File: config.mk
export PLATFORM = sky130hd
export DESIGN_NAME = fcull_ctrl
export DESIGN_NICKNAME = d
export VERILOG_FILES = /design/src/rtl/core/fcull_pkg.sv /design/src/rtl/core/fcull_ctrl.sv
export SDC_FILE = /design/constraint.sdc
export NUM_CORES = 1
export LEC_CHECK = 0
export BUFFER_PORTS_ARGS = -buffer_cell sky130_fd_sc_hd__buf_2
export CORE_AREA = 2 2 39 41
export DETAILED_ROUTE_END_ITERATION = 8
export DIE_AREA = 0 0 41 43
export PLACE_DENSITY = 0.78
export SLEW_MARGIN = 30
export SYNTH_ARGS = -nofsm -noshare
export SYNTH_HDL_FRONTEND = slang
export SYNTH_SLANG_ARGS = --single-unit
File: constraint.sdc
create_clock -name clk -period 1.95 [get_ports clk]
set_input_delay 0.195 -clock clk [delete_from_list [all_inputs] [get_ports clk]]
set_output_delay 0.195 -clock clk [all_outputs]
set_load 0.005 [all_outputs]
File: src/rtl/core/fcull_pkg.sv
// Shared types and constants for the frustum cull block.
// Used by fcull_ctrl, fcull_dp and frustum_cull_point_sphere_box.
package fcull_pkg;

  localparam logic [1:0] OP_LOAD   = 2'd0;
  localparam logic [1:0] OP_POINT  = 2'd1;
  localparam logic [1:0] OP_SPHERE = 2'd2;
  localparam logic [1:0] OP_BOX    = 2'd3;

  localparam logic [1:0] COEF_A = 2'd0;
  localparam logic [1:0] COEF_B = 2'd1;
  localparam logic [1:0] COEF_C = 2'd2;
  localparam logic [1:0] COEF_D = 2'd3;

  localparam int PLANE_IDX_W = 3;
  // three Q32.32 products plus d and radius scaled to Q32.32 fit in 66 bits
  localparam int SUM_W = 66;
  localparam int IN_DATA_W = 264;
  localparam int OUT_DATA_W = 8;

  typedef struct packed {
    logic                   capture;
    logic                   wr_en;
    logic                   issue;
    logic                   last;
    logic [PLANE_IDX_W-1:0] plane;
  } dp_cmd_t;

  typedef struct packed {
    logic res_valid;
    logic res_last;
    logic reject;
  } dp_stat_t;

endpackage

File: src/rtl/core/fcull_ctrl.sv
// Controller: accepts words, sequences the planes through the datapath and
// holds the output register. Depends on fcull_pkg.
module fcull_ctrl #(
  parameter int NUM_PLANES = 6
) (
  input  logic                clk,
  input  logic                rst_n,
  input  logic                in_tvalid,
  output logic                in_tready,
  input  logic [1:0]          in_op,
  input  logic [2:0]          in_plane,
  output logic                out_tvalid,
  input  logic                out_tready,
  output logic                out_inside,
  output fcull_pkg::dp_cmd_t  cmd,
  input  fcull_pkg::dp_stat_t stat
);
  import fcull_pkg::*;

  localparam int PW = (NUM_PLANES > 1) ? $clog2(NUM_PLANES) : 1;
  localparam logic [PW-1:0] LAST_PLANE = PW'(NUM_PLANES - 1);

  localparam logic [1:0] S_IDLE = 2'd0;
  localparam logic [1:0] S_RUN  = 2'd1;
  localparam logic [1:0] S_WAIT = 2'd2;
  localparam logic [1:0] S_DONE = 2'd3;

  logic [1:0]    state_r, state_nxt;
  logic [PW-1:0] cnt_r, cnt_nxt;
  logic          inside_r, inside_nxt;
  logic          ovalid_r, ovalid_nxt;
  logic          oinside_r, oinside_nxt;
  logic          accept;

  assign in_tready = (state_r == S_IDLE);
  assign accept    = in_tvalid && in_tready;

  always_comb begin
    state_nxt   = state_r;
    cnt_nxt     = cnt_r;
    inside_nxt  = inside_r;
    ovalid_nxt  = ovalid_r;
    oinside_nxt = oinside_r;
    cmd         = '0;

    if (ovalid_r && out_tready) ovalid_nxt = 1'b0;

    if (stat.res_valid && stat.reject) inside_nxt = 1'b0;

    case (state_r)
      S_IDLE: begin
        if (accept) begin
          cmd.capture = 1'b1;
          cnt_nxt     = '0;
          if (in_op == OP_LOAD) begin
            cmd.wr_en  = ({1'b0, in_plane} < 4'(NUM_PLANES));
            inside_nxt = 1'b0;
            state_nxt  = S_DONE;
          end else begin
            inside_nxt = 1'b1;
            state_nxt  = S_RUN;
          end
        end
      end
      S_RUN: begin
        cmd.issue = 1'b1;
        cmd.plane = PLANE_IDX_W'(cnt_r);
        cmd.last  = (cnt_r == LAST_PLANE);
        cnt_nxt   = cnt_r + PW'(1);
        if (cnt_r == LAST_PLANE) state_nxt = S_WAIT;
      end
      S_WAIT: begin
        if (stat.res_valid && stat.res_last) state_nxt = S_DONE;
      end
      S_DONE: begin
        if (!ovalid_r || out_tready) begin
          ovalid_nxt  = 1'b1;
          oinside_nxt = inside_r;
          state_nxt   = S_IDLE;
        end
      end
      default: state_nxt = S_IDLE;
    endcase
  end

  always_ff @(posedge clk) begin
    if (!rst_n) begin
      state_r  <= S_IDLE;
      cnt_r    <= '0;
      inside_r <= 1'b0;
      ovalid_r <= 1'b0;
    end else begin
      state_r  <= state_nxt;
      cnt_r    <= cnt_nxt;
      inside_r <= inside_nxt;
      ovalid_r <= ovalid_nxt;
    end
  end

  always_ff @(posedge clk) begin
    oinside_r <= oinside_nxt;
  end

  assign out_tvalid = ovalid_r;
  assign out_inside = oinside_r;

endmodule

==> results of run 1 <==
cell type report:
type / instances / area share
Timing Repair Buffer: 21 / 0.1593
Inverter: 5 / 0.02778
Sequential cell: 8 / 0.2519
Tap cell: 16 / 0.02963
Multi-Input combinational cell: 46 / 0.4926
Clock buffer: 4 / 0.03889
cell usage in the layout, fill, tap and decap left out:
cell type,netlist,routed
nor2b_1,2,2
nand2b_1,3,3
o21ai_0,1,1
a21oi_1,1,1
edfxtp_1,1,1
and3_1,1,1
a31oi_1,1,1
o21ai_1,1,1
clkbuf_4,0,3
and2_1,3,3
a211oi_1,2,2
nor2_1,10,10
buf_2,0,20
a22oi_1,1,1
nor2b_4,1,1
nand2_1,5,5
or2_0,1,1
inv_1,5,5
a311oi_1,1,1
a21boi_0,2,2
ha_1,7,7
a2111oi_4,1,1
buf_4,0,1
nand2b_2,1,1
dfxtp_1,7,7
a2bb2oi_1,1,1
clkbuf_1,0,1
through the flow:
step	utilization	power, mW	worst slack (ps)	hold slack (ps)	std cells
finish	0.4882	0.7996	312.6	251.7	100
detailed placement	0.4693	0.6653	313.2	417.1	96
CTS	0.4882	0.8082	291.4	261.5	100
floorplan	-	0.5409	376.4	390.4	59
global route	0.4882	0.8763	179.6	272.1	100
global placement	0.4693	0.6542	347.4	419.4	96
worst max path at each step:
| stage | from | endpoint | slack (ps) | cells after the start |
|---|---|---|---|---|
| after floorplan | state_r[0]$_SDFFE_PN0P_ | state_r[1]$_SDFFE_PN0P_ | 380 | 6 |
| after global placement | state_r[0]$_SDFFE_PN0P_ | state_r[1]$_SDFFE_PN0P_ | 350 | 6 |
| after detailed placement | state_r[0]$_SDFFE_PN0P_ | state_r[1]$_SDFFE_PN0P_ | 310 | 6 |
| after CTS | state_r[0]$_SDFFE_PN0P_ | state_r[1]$_SDFFE_PN0P_ | 290 | 6 |
| after global routing | state_r[1]$_SDFFE_PN0P_ | state_r[1]$_SDFFE_PN0P_ | 180 | 6 |
| final | state_r[1]$_SDFFE_PN0P_ | state_r[1]$_SDFFE_PN0P_ | 310 | 6 |
tightest hold or removal path: stages:
cell	delay, ps
buf_2	80
nor2_1	40
nand2_1	80
a311oi_1	80
registers in the layout (all words and copies together) (netlist names):
signal	flops
cnt_r	3
state_r	2
inside_r	1
out_inside	1
out_tvalid	1
layer usage:
layer / up-vias / wire length (um) / global-route usage
met5: - / 0 / 0
met4: 0 / 20 / 0.06000
met3: 2 / 60 / 0.05236
met2: 11 / 444 / 0.1969
met1: 205 / 417 / 0.1506
li1: 249 / - / -
where the power goes:
part | leakage (nW) | internal [mW] | total (mW) | switching, mW
logic | 0.252 | 0.204 | 0.421 | 0.217
registers | 0.0665 | 0.205 | 0.237 | 0.0327
clock network | 0.0150 | 0.0787 | 0.141 | 0.0623
total | 0.333 | 0.488 | 0.800 | 0.312
cells by family after synthesis:
kind of cell | synth area share
flip-flops | 0.3261
AND/OR/NAND/NOR | 0.2710
AO/OA/AOI/OAI | 0.1990
adder cells (fa/ha/maj) | 0.1679
buffers and inverters | 0.03598
==> flow_summary.toml, run 1 <==
[hold_path]
hold_start = "in_op[0]"
min_to = "state_r[1]$_SDFFE_PN0P_"
min_path_type = "in2reg"
min_delay_path_depth = 4

[global_routing]
grt-ovfl-total = 0
grt_start_max_net_pins = 10
grt_pass1_vias = 397
grtUsageTotal = 0.1294
antenna_found_initial = 0
grt_first_pass_wirelength_mm = 1.552

[routing]
firstDrtPassIters = 2
totalWireLength_um = 942
drt_iter0_markers = 5
via_per_inst = 4.670
via_count = 467
wire_per_inst_um = 9.420
drc_errors = 0
antenna_left = 0

[layout]
drive_gt1_frac = 0.3214
fin_area_sq_um = 675.6
seq_area_sq_um = 170.2
nets = 104
n_antenna_cell = 0
area_delta_synth_final_pct = 29.50
n_fill_cell = 152
multi_input_area_sq_um = 332.8

[critical_path]
path_delay_family = "compound AO/OA/AOI/OAI gates"
r2r_cells = 6
path_class = "reg2reg"
crit_buf_inv = 1
end_kind = "flip-flop"
r2r_slack_ps = 310
rr_endpoint = "state_r[1]$_SDFFE_PN0P_"
path_max_fanout = 9
cp-start-kind = "flip-flop"
rr_startpoint = "state_r[1]$_SDFFE_PN0P_"
critical_path.max_stage_delay_ps = 390
required_ps = 2120
cp_slowest_cell = "dfxtp_1"
worstPathArrival_ps = 1810
crit_chain = "inv_1, ha_1, a21boi_0, a2111oi_4, nor2_1, a311oi_1"

[floorplan]
die_x_um = 41
rows = 14
die-area_sq_um = 1763
start_util = 0.3770
io_pins = 22
die_h_um = 43
core-area_sq_um = 1384

[clock_tree]
clkLatencyLatePin_ps = 260
cts_tree = "built"
clk_pin_slew_ps = 60
cts_root_buf = "clkbuf_4"
cts_buffers = 3
cts_htree_levels = 1
postCtsSetupRepairBufs = 0
cts_resized = 0
clock_sinks = 8
cts.path.max_buffers = 2
ctsHoldBuffers = 0

[power_and_ir_drop]
power.static_leakage_nw = 0.3333
powerDensity_nw_per_um2 = 1183
peakVddDrop_mv = 0.4791

[sta]
slew_headroom = 0.7549
hold_viol_final = 0
rsz0062_at_grt = "false"
slew_violations = 0
tightest_slew_ps = 364.4
fmax_ghz = 0.6107
tns_ps = 0
fin_crit_ps = 1637
skew_ps = 4.710
final-setup-viol-count = 0
min_period_over_period = 0.8397

[yosys]
synth_area_leaders = "dfxtp_1, ha_1, nor2_1, edfxtp_1, a2111oi_4"
syn-num-nets = 78
synth_top_cell_area_share = 0.2686
synth.distinct_cells = 23
ys_seq_elements = 8
avgSynthCellArea_sq_um = 8.843
synth_edf_count = 1
yosysSeqAreaShare = 0.3261
yosys-top-cells-count = "nor2_1, dfxtp_1, ha_1"
synth_flop_cell = "dfxtp_1"
synthCells = 59
synth.most_common_cell = "nor2_1"
yosysWarnings = 0
yosysTopAreaCell = "dfxtp_1"
syn-cell-area_sq_um = 521.8
async_flop_share = 0

[status]
status = "finished, final reports clean"

[place]
hpwl_um = 788.6
gp_congestion = 0.7728
port_buffers = 20
placed_area_sq_um = 649.4

[run]
cap_violations = 0
Power figures use the tool's default switching activity.
==> run 2, diff against run 1 <==
--- a/config.mk
+++ b/config.mk
@@ -6,10 +6,10 @@
 export NUM_CORES = 1
 export LEC_CHECK = 0
 export BUFFER_PORTS_ARGS = -buffer_cell sky130_fd_sc_hd__buf_2
-export CORE_AREA = 2 2 39 41
+export CORE_MARGIN = 2
+export CORE_UTILIZATION = 40
 export DETAILED_ROUTE_END_ITERATION = 8
-export DIE_AREA = 0 0 41 43
-export PLACE_DENSITY = 0.78
+export PLACE_DENSITY = 0.81
 export SLEW_MARGIN = 30
 export SYNTH_ARGS = -nofsm -noshare
 export SYNTH_HDL_FRONTEND = slang
==> constraint.sdc (replaced) <==
create_clock -name clk -period 1.4 [get_ports clk]
set_input_delay 0.14 -clock clk [delete_from_list [all_inputs] [get_ports clk]]
set_output_delay 0.14 -clock clk [all_outputs]
set_load 0.005 [all_outputs]
==> flow_summary.toml, run 2 (synthesized netlist as in run 1, its figures left out) <==
[global_routing]
grt_first_pass_wirelength_mm = 1.800
grt_pass1_vias = 465
antenna_found_initial = 0
grt-ovfl-total = 0
grtUsageTotal = 0.1757
grt_start_max_net_pins = 9

[layout]
fin_area_sq_um = 910.9
largest_reg_flops = 3
regMostFlops = "cnt_r"
area_delta_synth_final_pct = 74.58
n_fill_cell = 88
utilization = 0.7273
drive_gt1_frac = 0.5979
layout_commonest_cell = "buf_2"
nets = 117
n_antenna_cell = 0
final_cell_mix = "buf_2, nor2_1, buf_4"
largestRegisters = "cnt_r (3), state_r (2)"

[clock_tree]
cts.path.max_buffers = 2
cts_tree = "built"
cts_root_buf = "clkbuf_4"
clk_pin_slew_ps = 60
clock_sinks = 8
ctsHoldBuffers = 0
cts_htree_levels = 1
cts_buffers = 3
clkLatencyLatePin_ps = 260

[critical_path]
path_class = "reg2reg"
end_kind = "flip-flop"
required_ps = 1560
cp_slowest_cell = "dfxtp_4"
path_max_fanout = 4
critical_path.max_stage_delay_ps = 390
worstPathArrival_ps = 1680
crit_chain = "inv_4, ha_4, nor2b_4, a2111oi_4, nor2_1, a311oi_1"
cp-start-kind = "flip-flop"

[routing]
via_per_inst = 4.955
wire_per_inst_um = 12.94
firstDrtPassIters = 4
drc_errors = 0
drt_iter0_markers = 12
totalWireLength_mm = 1.449
via_count = 555
antenna_left = 0

[power_and_ir_drop]
powerDensity_nw_per_um2 = 1844
power.static_leakage_nw = 0.4181
power.total_mw = 1.679
peakVddDrop_mv = 0.9187

[sta]
tightest_slew_ps = 325.0
skew_ps = 3.335
fin_crit_ps = 1521
rsz0062_at_grt = "true"
whs_ps = 200.6
timing.final.ws_setup_ps = -121.3
fmax_ghz = 0.6573
hold_viol_final = 0
slew_violations = 0
slew_headroom = 0.7834
min_period_over_period = 1.087
final-setup-viol-count = 6

[floorplan]
start_util = 0.4166
core-area_sq_um = 1252
die_h_um = 40.12
die-area_sq_um = 1609
die_x_um = 40.12
io_pins = 22
rows = 13

[status]
status = "complete, but fails checks"
violations = "setup timing"

[place]
placed_area_sq_um = 716.9
gp_congestion = 0.7689
port_buffers = 20
hpwl_um = 887.5
place_ws_ps = -127.7

[run]
cap_violations = 0

[hold_path]
min_path_type = "in2reg"
==> run 2: metal layers <==
| layer | vias up | share of wire | global-route usage |
|---|---|---|---|
| li1 | 275 | - | - |
| met1 | 258 | 0.43 | 0.1815 |
| met2 | 20 | 0.51 | 0.3024 |
| met3 | 2 | 0.047 | 0.02222 |
| met4 | 0 | 0.0076 | 0.1638 |
| met5 | - | 0 | 0 |
==> run 2: power by group <==
part	internal, mW	leakage (nW)	switching [mW]
sequential	0.302	0.0677	0.0602
clock	0.110	0.0150	0.0888
combinational	0.622	0.335	0.497
total	1.03	0.418	0.646
==> run 2: final timing paths <==
path | slack [ps] | to | cells past startpoint | from
max | -120 | state_r[1]$_SDFFE_PN0P_ | 6 | state_r[0]$_SDFFE_PN0P_
min reg2reg | 450 | out_inside$_DFFE_PP_ | 0 | inside_r$_SDFF_PN0_
min | 200 | out_tvalid$_SDFF_PN0_ | 4 | out_tready
max reg2reg | -120 | state_r[1]$_SDFFE_PN0P_ | 6 | state_r[0]$_SDFFE_PN0P_
==> run 2: area by class of cell <==
cell class                 instances  area, sq um  share of cell area
sequential                         8        177.7              0.1951
multi-input combinational         46        419.2              0.4602
clock buffer                       4        26.28             0.02885
timing repair buffer              34        245.2              0.2692
tap                               15        18.77             0.02060
inverter                           5        23.77             0.02610
==> run 2: critical path, delay by kind of cell, from the launching register on <==
family	cells	cell delay, ps
AO/OA/AOI/OAI	2	590
adder cells (fa/ha/maj)	1	160
buffers and inverters	1	50
flip-flops	1	390
AND/OR/NAND/NOR	2	230
==> run 2: per-stage QoR <==
stage	std cells	TNS, ps
after floorplan	59	-6.955
after global placement	100	-89.06
after detailed placement	100	-234.1
after CTS	108	-149.5
after global routing	112	-704.1
final	112	-378.0
==> run 2: repair_timing <==
action,4_1_cts,5_1_grt
endpoints found under the setup margin,5,12
resized for setup,7,17
setup buffers,4,4
cloned,0,0
pin swaps,5,6
